==> config.mk <==
export PLATFORM = sky130hd
export DESIGN_NAME = vt4_merge
export DESIGN_NICKNAME = d
export VERILOG_FILES = /design/src/hdl/vt4_pkg.sv /design/src/hdl/vt4_merge.sv
export SDC_FILE = /design/constraint.sdc
export NUM_CORES = 1
export LEC_CHECK = 0
export ABC_AREA = 1
export BUFFER_PORTS_ARGS = -buffer_cell sky130_fd_sc_hd__buf_2
export CAP_MARGIN = 15
export CELL_PAD_IN_SITES_DETAIL_PLACEMENT = 1
export CELL_PAD_IN_SITES_GLOBAL_PLACEMENT = 2
export CORE_MARGIN = 4
export CORE_UTILIZATION = 26
export DETAILED_ROUTE_END_ITERATION = 10
export GPL_TIMING_DRIVEN = 1
export PLACE_DENSITY_LB_ADDON = 0.12
export SYNTH_ARGS = -nofsm -noshare
export SYNTH_HDL_FRONTEND = slang
export SYNTH_SLANG_ARGS = --single-unit
==> constraint.sdc <==
create_clock -name clk -period 2.1 [get_ports clk]
set_clock_uncertainty 0.2 [all_clocks]
set_input_delay 0.105 -clock clk [delete_from_list [all_inputs] [get_ports clk]]
set_output_delay 0.105 -clock clk [all_outputs]
set_load 0.005 [all_outputs]
==> src/hdl/vt4_pkg.sv <==
// vt4_pkg: payload structs, field widths and constants for vertex_transform_4x4
// no dependencies; imported by every module of the block

package vt4_pkg;

  localparam int unsigned COMP_W   = 16;
  localparam int unsigned ROW_W    = 4 * COMP_W;
  localparam int unsigned LANES    = 4;
  localparam int unsigned PROD_W   = 2 * COMP_W;
  localparam int unsigned SUM_W    = PROD_W + 2;
  localparam int unsigned FRAC_SH  = 12;
  localparam int unsigned TRUNC_W  = SUM_W - FRAC_SH;
  localparam int unsigned IDX_W    = 2;

  localparam logic signed [COMP_W-1:0] ONE_Q8_8 = 16'sd256;

  localparam logic [IDX_W-1:0] REG_ROW0 = 2'd0;
  localparam logic [IDX_W-1:0] REG_ROW1 = 2'd1;
  localparam logic [IDX_W-1:0] REG_ROW2 = 2'd2;
  localparam logic [IDX_W-1:0] REG_ROW3 = 2'd3;

  localparam logic [ROW_W-1:0] ROW0_RST = 64'h0000_0000_0000_1000;
  localparam logic [ROW_W-1:0] ROW1_RST = 64'h0000_0000_1000_0000;
  localparam logic [ROW_W-1:0] ROW2_RST = 64'h0000_1000_0000_0000;
  localparam logic [ROW_W-1:0] ROW3_RST = 64'h1000_0000_0000_0000;

  typedef logic signed [COMP_W-1:0] comp_t;

  typedef struct packed {
    logic  mode;
    comp_t in_x;
    comp_t in_y;
    comp_t in_z;
    comp_t in_w;
  } vt4_in_t;

  typedef struct packed {
    comp_t out_x;
    comp_t out_y;
    comp_t out_z;
    comp_t out_w;
    logic  saturated;
  } vt4_out_t;

  typedef struct packed {
    logic en_mul;
    logic en_sum;
  } lane_ctl_t;

endpackage

==> src/hdl/vt4_merge.sv <==
// vt4_merge: combines the four lane results and flags into the output beat
// register with its handshake; uses vt4_pkg

module vt4_merge
  import vt4_pkg::*;
(
  input  logic     clk,
  input  logic     rst,
  input  logic     lane_valid,
  output logic     lane_ready,
  input  comp_t    lane_result [LANES],
  input  logic     lane_sat [LANES],
  output logic     out_valid,
  input  logic     out_ready,
  output vt4_out_t out_data
);

  assign lane_ready = !out_valid || out_ready;

  always_ff @(posedge clk) begin
    if (rst) begin
      out_valid <= 1'b0;
    end else if (lane_ready) begin
      out_valid <= lane_valid;
    end
  end

  always_ff @(posedge clk) begin
    if (lane_ready) begin
      out_data.out_x     <= lane_result[0];
      out_data.out_y     <= lane_result[1];
      out_data.out_z     <= lane_result[2];
      out_data.out_w     <= lane_result[3];
      out_data.saturated <= lane_sat[0] | lane_sat[1] | lane_sat[2] | lane_sat[3];
    end
  end

endmodule

==> flow_results.org <==
** Logic synthesis
- The Yosys step of the flow raised 0 warnings.
- Leading area contributor after synthesis :: edfxtp_1
- Netlist area before placement :: 0.00201 sq mm
- Yosys mapped a number of flops with a built-in enable equal to 65.
- The share of synthesized area in the top cell type comes to 0.973.
- Total nets after synthesis :: 145
- Top_reg_cell synth :: edfxtp_1
- Average instance area after synthesis :: 27.5 sq um
- Counting instances in the post-synthesis netlist gives the leading cell types as edfxtp_1, inv_1, nor2_1.
- Post-synthesis cell count :: 73
- Top-count cell post-synth :: edfxtp_1
- After synthesis the netlist holds a flip-flop and latch count of 66.
- Of the synthesized area, sequential elements account for 0.983.
- Async set-reset flop share out of synthesis :: 0
- Largest cells by area after synthesis :: edfxtp_1, dfxtp_1, a21oi_2
- Netlist cell types :: 7

** Timing
- Worst slew slack as a fraction of its limit :: 0.762
- Number of slew-limit violations in the final report :: 0
- Count of final setup violators :: 0
- Clock period minus worst slack :: 2080 ps
- Worst hold margin :: 211 ps
- Worst-Margin Slew :: 357 ps
- Final setup margin :: 19.4 ps
- The final hold violation count is 0.
- RSZ-0062 raised after global routing :: false
- Total negative setup slack :: 0 ps
- In the finished design, the share of the clock period the worst path needs comes to 0.991.
- For this run, the top clock speed supported by timing is 481 MHz.

** Power
- Overall power after layout :: 2.86 mW
- For this design the static power due to leakage is 1.63 nW.
- In this run the power density over the cells is 770 mW/mm^2.
- Highest ir drop seen on vdd :: 0.372 mV

** Floorplanning
- Effective utilization at floorplan :: 0.272
- Area inside the core boundary :: 0.00737 sq mm
- Die Wd :: 95.8 um
- 139 I/O pins were placed.
- The floorplan step defined a die boundary enclosing 0.00918 sq mm.
- After floorplanning, the core was divided into 31 placement rows.
- The die is 95.8 um tall.

** Worst setup path
- The startpoint identified for the worst register-to-register timing path is out_valid.
- Path type of the worst setup path :: input pin to flop
- The worst register-to-register path has a depth of 4.
- Tracing the worst setup path back leads to its startpoint at lane_sat[3].
- STA classifies the critical path startpoint as an input pin.
- Setup crit end kind :: flop
- Worst Setup EP :: out_data[0]
- Data arrives at the worst endpoint at 1960 ps.
- Data required time at the worst endpoint :: 1980 ps
- The worst register-to-register path ends at out_valid.
- Max Fanout on Critical Path :: 1
- In this run the register-to-register setup slack is 430 ps.

** Drt
- In the routed design, unresolved DRC markers number 0.
- Routed WL per cell :: 14.5 um
- The first routing iteration left 33 violations.
- For this block, the routed nets add up to 5730 um of wire.
- The detail route stage leaves a number of antenna-violating nets equal to 0.
- For this block, the via count after detailed routing is 1525.
- First drt pass iteration count :: 4
- Vias per cell :: 3.85

** Clocking
- After clock tree synthesis, the clock-pin slew on the worst setup and hold paths is 70 ps.
- Gates resized during post-CTS repair numbered 0.
- In this run the number of H-tree levels came out at 3.
- For the worst-skew pair, the clock arrives at the later sink with an insertion delay of 330 ps.
- CTS Buffer Depth :: 2
- The number of setup buffers added after CTS is 0.
- For this design, the CTS-stage hold fixing added 69 buffers.
- Total clock sinks :: 66
- TritonCTS built the clock tree.
- TritonCTS Buffers :: 9
- Cell at the root of the clock tree :: clkbuf_8

** GRT
- For this run the aggregate overflow at the end of global routing stands at 0.
- Global-route wire length before repair :: 8280 um
- For this run, the total global-route usage over all layers was measured as 0.126.
- Vias in the first global route :: 1669
- The number of antenna violations at the first check in global routing came to 0.
- Pin count of the biggest net entering global routing :: 68

** Cells and area
- Compared with the post-synthesis result, the final layout area differs by 85.3%.
- Share of post-route cells with drive strength above 1 :: 0.519
- After filler insertion, the fill cell instance count of the layout stands at 772.
- Antenna diode count :: 0
- Summing all multi-input logic gate instances after layout gives 26.3 sq um.
- Number of nets in the final layout :: 364
- Final std cell area, no fill :: 0.00372 sq mm
- At the end of the flow the core is filled with cells to 0.504.
- Summing all flip-flop and latch instances after layout gives 0.00197 sq mm.
- Post-route insts no fill :: 396

** Flow run
- Count of maximum capacitance violations :: 0

** Placement
- The congestion estimate from routability-driven global placement came to 0.619.
- Count of input and output buffers :: 138
- Summed over all nets, the half-perimeter wirelength after detailed placement is 3520 um.
- Once placement finished, the instance area stood at 0.00284 sq mm.
- Cell total after placement :: 311
- Setup slack at placement :: 825 ps

** Min path
- Hold Path Cell Cnt :: 4
- In this run the most critical hold path is launched from out_ready.
- The tightest min-delay check is of the input pin to flop type.

** Outcome
- Outcome :: finished, final reports clean
==> per-layer routing <==
layer  vias to the layer above  part of all wire  track usage  routed length (um)
met3                         7              0.10       0.0500                 570
met2                        71              0.56        0.225                3220
li1                        726                 -            -                   -
met1                       721              0.32        0.124                1860
met5                         -                 0            0                   0
met4                         0             0.015       0.0711                  85
==> area by class of cell <==
| cell class | instances | share of cell area |
|---|---|---|
| clock buffers | 10 | 0.0343 |
| well taps | 99 | 0.0333 |
| flip-flops and latches | 66 | 0.531 |
| clock inverters | 6 | 0.0155 |
| repair buffers | 208 | 0.377 |
| multi-input cells | 5 | 0.00707 |
| inverters | 2 | 0.00202 |
==> where the power goes <==
group | switching (mW) | leakage, nW | total, mW | internal (mW)
registers | 0.0211 | 0.680 | 1.57 | 1.55
clock network | 0.460 | 0.0874 | 0.998 | 0.538
logic | 0.108 | 0.858 | 0.297 | 0.189
==> state kept, by name (all words and copies together), names as in the netlist <==
signal,flops
out_data,65
out_valid,1
==> critical path: stages <==
cell and delay [ps]:
dlygate4sd3_1 530, buf_2 120, nor2_1 70, dlygate4sd3_1 540
nand2_1 50, dlygate4sd3_1 550
==> how the worst min path moves through the flow <==
| stage | to | slack (ps) |
|---|---|---|
| after global placement | out_valid | 60 |
| after global routing | out_data[13] | 230 |
| after CTS | out_data[45] | 200 |
| after detailed placement | out_valid | 70 |
| final | out_data[35] | 210 |
| after floorplan | out_valid | -30 |
==> cells by family (layout without fill, tap and decap cells) <==
family	Yosys count	after routing	synth area share
compound gates	1	1	0.00437
simple gates	4	4	0.00874
buf+inv	2	226	0.00374
flops	66	66	0.983
==> cell usage in the layout, fill, tap and decap left out, drive strengths merged <==
master,n
a21oi,1
buf,139
bufinv,1
clkbuf,10
clkinv,3
clkinvlp,2
dfxtp,1
dlygate4sd3,69
edfxtp,65
inv,2
nand2,2
nor2,2
Note: power is estimated with default switching activity, not from simulation.
