===== src/hdl/vt4_pkg.sv =====
// vt4_pkg: payload structs, field widths and constants for vertex_transform_4x4
// no dependencies; imported by every module of the block

package vt4_pkg;

  localparam int unsigned COMP_W   = 16;
  localparam int unsigned ROW_W    = 4 * COMP_W;
  localparam int unsigned LANES    = 4;
  localparam int unsigned PROD_W   = 2 * COMP_W;
  localparam int unsigned SUM_W    = PROD_W + 2;
  localparam int unsigned FRAC_SH  = 12;
  localparam int unsigned TRUNC_W  = SUM_W - FRAC_SH;
  localparam int unsigned IDX_W    = 2;

  localparam logic signed [COMP_W-1:0] ONE_Q8_8 = 16'sd256;

  localparam logic [IDX_W-1:0] REG_ROW0 = 2'd0;
  localparam logic [IDX_W-1:0] REG_ROW1 = 2'd1;
  localparam logic [IDX_W-1:0] REG_ROW2 = 2'd2;
  localparam logic [IDX_W-1:0] REG_ROW3 = 2'd3;

  localparam logic [ROW_W-1:0] ROW0_RST = 64'h0000_0000_0000_1000;
  localparam logic [ROW_W-1:0] ROW1_RST = 64'h0000_0000_1000_0000;
  localparam logic [ROW_W-1:0] ROW2_RST = 64'h0000_1000_0000_0000;
  localparam logic [ROW_W-1:0] ROW3_RST = 64'h1000_0000_0000_0000;

  typedef logic signed [COMP_W-1:0] comp_t;

  typedef struct packed {
    logic  mode;
    comp_t in_x;
    comp_t in_y;
    comp_t in_z;
    comp_t in_w;
  } vt4_in_t;

  typedef struct packed {
    comp_t out_x;
    comp_t out_y;
    comp_t out_z;
    comp_t out_w;
    logic  saturated;
  } vt4_out_t;

  typedef struct packed {
    logic en_mul;
    logic en_sum;
  } lane_ctl_t;

endpackage


===== src/hdl/vt4_lane.sv =====
// vt4_lane: one matrix row dot product, registered products then registered
// sum, truncation to Q8.8 and saturation; uses vt4_pkg

module vt4_lane
  import vt4_pkg::*;
(
  input  logic             clk,
  input  lane_ctl_t        ctl,
  input  logic [ROW_W-1:0] coefs,
  input  comp_t            vec [LANES],
  output comp_t            result,
  output logic             sat
);

  logic signed [PROD_W-1:0]  prod [LANES];
  logic signed [SUM_W-1:0]   sum;
  logic signed [TRUNC_W-1:0] trunc;
  logic                      over_hi;
  logic                      over_lo;

  always_ff @(posedge clk) begin
    if (ctl.en_mul) begin
      for (int j = 0; j < LANES; j++) begin
        prod[j] <= $signed(coefs[j*COMP_W +: COMP_W]) * vec[j];
      end
    end
  end

  always_comb begin
    sum = SUM_W'(prod[0]) + SUM_W'(prod[1]) + SUM_W'(prod[2]) + SUM_W'(prod[3]);
    trunc = sum[SUM_W-1:FRAC_SH];
    over_hi = !trunc[TRUNC_W-1] && (trunc[TRUNC_W-2:COMP_W-1] != '0);
    over_lo = trunc[TRUNC_W-1] && (trunc[TRUNC_W-2:COMP_W-1] != '1);
  end

  always_ff @(posedge clk) begin
    if (ctl.en_sum) begin
      sat <= over_hi || over_lo;
      if (over_hi) begin
        result <= {1'b0, {(COMP_W-1){1'b1}}};
      end else if (over_lo) begin
        result <= {1'b1, {(COMP_W-1){1'b0}}};
      end else begin
        result <= trunc[COMP_W-1:0];
      end
    end
  end

endmodule


===== config.mk =====
export PLATFORM = sky130hd
export DESIGN_NAME = vt4_lane
export DESIGN_NICKNAME = d
export VERILOG_FILES = /design/src/hdl/vt4_pkg.sv /design/src/hdl/vt4_lane.sv
export SDC_FILE = /design/constraint.sdc
export NUM_CORES = 2
export LEC_CHECK = 0
export ABC_AREA = 1
export CELL_PAD_IN_SITES_DETAIL_PLACEMENT = 2
export CELL_PAD_IN_SITES_GLOBAL_PLACEMENT = 2
export CORE_AREA = 2 2 344 346
export CTS_BUF_LIST = sky130_fd_sc_hd__clkbuf_8
export DETAILED_ROUTE_END_ITERATION = 8
export DIE_AREA = 0 0 346 348
export DONT_BUFFER_PORTS = 1
export PLACE_DENSITY = 0.88
export SLEW_MARGIN = 20
export SYNTH_ARGS = -nofsm -noshare
export SYNTH_HDL_FRONTEND = slang
export SYNTH_SLANG_ARGS = --single-unit
export TNS_END_PERCENT = 50

===== constraint.sdc =====
create_clock -name clk -period 7.25 [get_ports clk]
set_input_delay 1.0875 -clock clk [delete_from_list [all_inputs] [get_ports clk]]
set_output_delay 1.0875 -clock clk [all_outputs]
set_load 0.1 [all_outputs]

==> results.toml <==
[layout]
drive_gt1_frac = 0.0114
final_cells = 7224
syn2layout_area_growth_pct = 3.13
finalNetCount = 7277

[placed_design]
dpl.cell_count = 7190
portBuffers = 0
dpl.hpwl_um = 156000
place_congestion = 0.906

[timing]
maxSlewHeadroom = 0.196
worst_clock_skew_ns = 0.0213
finalSetupViolations = 0
final_max_slew_viol_count = 0
period_needed_ns = 6.90
holdWs_ns = 0.626
hold_viol = 0
rsz0062_at_grt = "no"
post-route-period-util = 0.951
tightest_slew_ns = 1.21
fmax_ghz = 0.145

[grt]
antenna_found_initial = 1
gr-usage-met1 = 0.339
grtUsageMet2 = 0.606
first_global_vias = 48500
track_usage = 0.318
overflow = 0
use_met3 = 0.0469
grt-busiest-layer = "met2"
grt_max_degree = 129
grt_pass1_wl_um = 289000

[cts]
tritoncts = "built"
cts_setup_buffers = 0
clock_latency_ns = 0.56
clock_sinks = 145
htreeDepth = 4
cts-root-buf = "clkbuf_8"
cts_buffers = 17
cts_resized = 0
clk_pin_slew_ns = 0.11
cts.path.max_buffers = 2
holdBufCountCts = 0

[worst_setup_path]
worstSetupStartpointType = "primary input"
crit_required_ns = 7.62
critPathArrivalTime_ns = 7.27
r2r-start = "prod[0][14]$_DFFE_PP_"
reg2reg_depth = 17
cp-end-kind = "flip-flop"
reg2reg_to = "sat$_DFFE_PP_"
r2r_slack_ns = 2.77
cp_max_fo = 13
worstSetupPathType = "in2reg"

[floorplan]
rows = 126
die_y_um = 348
die-area_um2 = 120000
die_x_um = 346
core_area_um2 = 117000
num_io_pins = 148
initial_utilization = 0.417

[synthesis]
ys_warn_count = 0
synth-main-ff-cell = "edfxtp_1"
syn-instance-count = 5886
post_synth.cell_area_avg_um2 = 8.28
synth_area_um2 = 48700
synth_edf_count = 145
yosysSeqAreaShare = 0.0893
synthArstFlopShare = 0
synth_cell_types = 37
synth-seq-cells = 145
syn_nets = 7488

[routing]
via_count = 38400
viasPerCell = 5.32
drt_iter0_drc = 1881
drc = 0
routedWlPerCell_um = 25.8
wl_um = 187000
final_antenna_net_count = 0
first_pass_iters = 5

[worst_hold_path]
hold_path_startpoint = "ctl[0]"
whs_endpoint = "result[8]$_SDFFCE_PP1P_"
min_path_cells = 0
min_path_type = "in2reg"

[status]
status = "finished, final reports clean"

[flow_run]
cap_violations = 0
[layout make-up]
cell class	count	area, um^2
Tap cell	1536	1920
Inverter	1857	6970
Timing Repair Buffer	5	62.6
Multi-Input combinational cell	3649	36500
Fill cell	13200	66700
Clock inverter	14	201
Antenna cell	1	2.50
Clock buffer	17	234
Sequential cell	145	4350
[worst max path at each step]
stage	startpoint	endpoint	slack, ns	cells after the start
after global routing	vec[63]	prod[0][27]$_DFFE_PP_	0.08	20
final	vec[63]	prod[0][27]$_DFFE_PP_	0.35	20
after CTS	vec[63]	prod[0][27]$_DFFE_PP_	0.47	20
after detailed placement	vec[63]	prod[0][27]$_DFFE_PP_	-0.02	20
after global placement	vec[63]	prod[0][27]$_DFFE_PP_	0.33	20
after floorplan	coefs[55]	prod[3][22]$_DFFE_PP_	0.78	23
[kinds of logic (layout without fill, tap and decap cells)]
kind of cell	Yosys count	after routing	share of synthesized area
DFF	145	145	0.0893
and+or+nand+nor	1739	1739	0.139
AOI/OAI and AO/OA	284	284	0.0331
buffers and inverters	2092	1893	0.161
other	0	1	0
xor gates and xnor gates	155	155	0.0280
adders and majority gates	1471	1471	0.549
[layout by cell type, fill, tap and decap left out, types with 2 or more instances in the layout]
| master | synthesis | layout |
|---|---|---|
| clkbuf_8 | 0 | 17 |
| o211ai_1 | 8 | 8 |
| fa_1 | 1112 | 1112 |
| clkinv_1 | 0 | 2 |
| o21ai_0 | 72 | 72 |
| bufinv_16 | 0 | 4 |
| buf_12 | 0 | 2 |
| and3_1 | 4 | 4 |
| and2_1 | 3 | 3 |
| nand2_1 | 1426 | 1426 |
| nand3b_1 | 2 | 2 |
| a211oi_1 | 8 | 8 |
| nor3_1 | 19 | 19 |
| nand2_2 | 7 | 7 |
| o21ai_1 | 2 | 2 |
| nand3_1 | 55 | 55 |
| inv_8 | 0 | 3 |
| xnor2_1 | 58 | 58 |
| a31oi_1 | 9 | 9 |
| edfxtp_1 | 145 | 145 |
| o21bai_1 | 19 | 19 |
| nor2_1 | 176 | 176 |
| a21boi_0 | 4 | 4 |
| o21a_1 | 3 | 3 |
| buf_4 | 0 | 3 |
| inv_6 | 0 | 3 |
| xor2_1 | 96 | 96 |
| a21oi_1 | 136 | 136 |
| or2_2 | 19 | 19 |
| ha_1 | 359 | 359 |
| nand4_1 | 24 | 24 |
| a21o_1 | 16 | 16 |
| inv_1 | 1856 | 1856 |
| a221oi_1 | 6 | 6 |
[stage by stage]
step / setup TNS (ns) / instance area [um^2] / setup slack [ns] / utilization
final: 0 / 50300 / 0.353 / 0.430
after global routing: 0 / 50300 / 0.0812 / 0.430
after CTS: 0 / 50200 / 0.471 / 0.429
after detailed placement: -0.0157 / 49800 / -0.0157 / 0.426
after global placement: 0 / 49800 / 0.327 / 0.426
after floorplan: 0 / 48700 / 0.779 / -
[critical path: stages]
cell     delay, ns
inv_1         0.37
buf_4         0.25
nor2_1        0.06
fa_1          0.51
fa_1          0.45
fa_1          0.57
fa_1          0.45
fa_1          0.50
inv_1         0.06
fa_1          0.50
inv_1         0.06
ha_1          0.40
nand2_1       0.21
nor3_1        0.63
nand4_1       0.28
nand3_1       0.27
a21o_1        0.19
nand2_1       0.06
nand2_1       0.07
xor2_1        0.27
[synthesized netlist by cell type (all sizes together) (3+ instances only)]
| library cell | n | share of area |
|---|---|---|
| o21ai | 74 | 0.0076 |
| o21bai | 19 | 0.0029 |
| clkbuf | 230 | 0.018 |
| and2 | 3 | 0.00039 |
| buf | 5 | 0.00069 |
| a21boi | 4 | 0.00062 |
| fa | 1112 | 0.46 |
| a211oi | 8 | 0.0012 |
| nand3 | 55 | 0.0056 |
| edfxtp | 145 | 0.089 |
| a221oi | 6 | 0.0011 |
| ha | 359 | 0.092 |
| a31oi | 9 | 0.0012 |
| xor2 | 96 | 0.017 |
| nand2 | 1433 | 0.11 |
| nor3 | 20 | 0.0022 |
| nor2 | 177 | 0.014 |
| and3 | 4 | 0.00051 |
| a21o | 16 | 0.0025 |
| xnor2 | 59 | 0.011 |
| inv | 1857 | 0.14 |
| a21oi | 137 | 0.014 |
| o211ai | 8 | 0.0012 |
| nand4 | 24 | 0.0031 |
| or2 | 19 | 0.0024 |
| o21a | 3 | 0.00046 |
[state kept, by name, summed over array words and instances (netlist names)]
signal,flops
sat,1
prod,128
result,16
[per-layer routing]
layer | wire length (um) | vias up
met1 | 66800 | 20600
met3 | 7430 | 560
met5 | 14 | -
li1 | - | 16200
met4 | 10500 | 2
met2 | 102000 | 1112
Power is left out: the tool's default activity adds up to more than one toggle a clock period on the data nets, which glitch-free logic cannot reach.
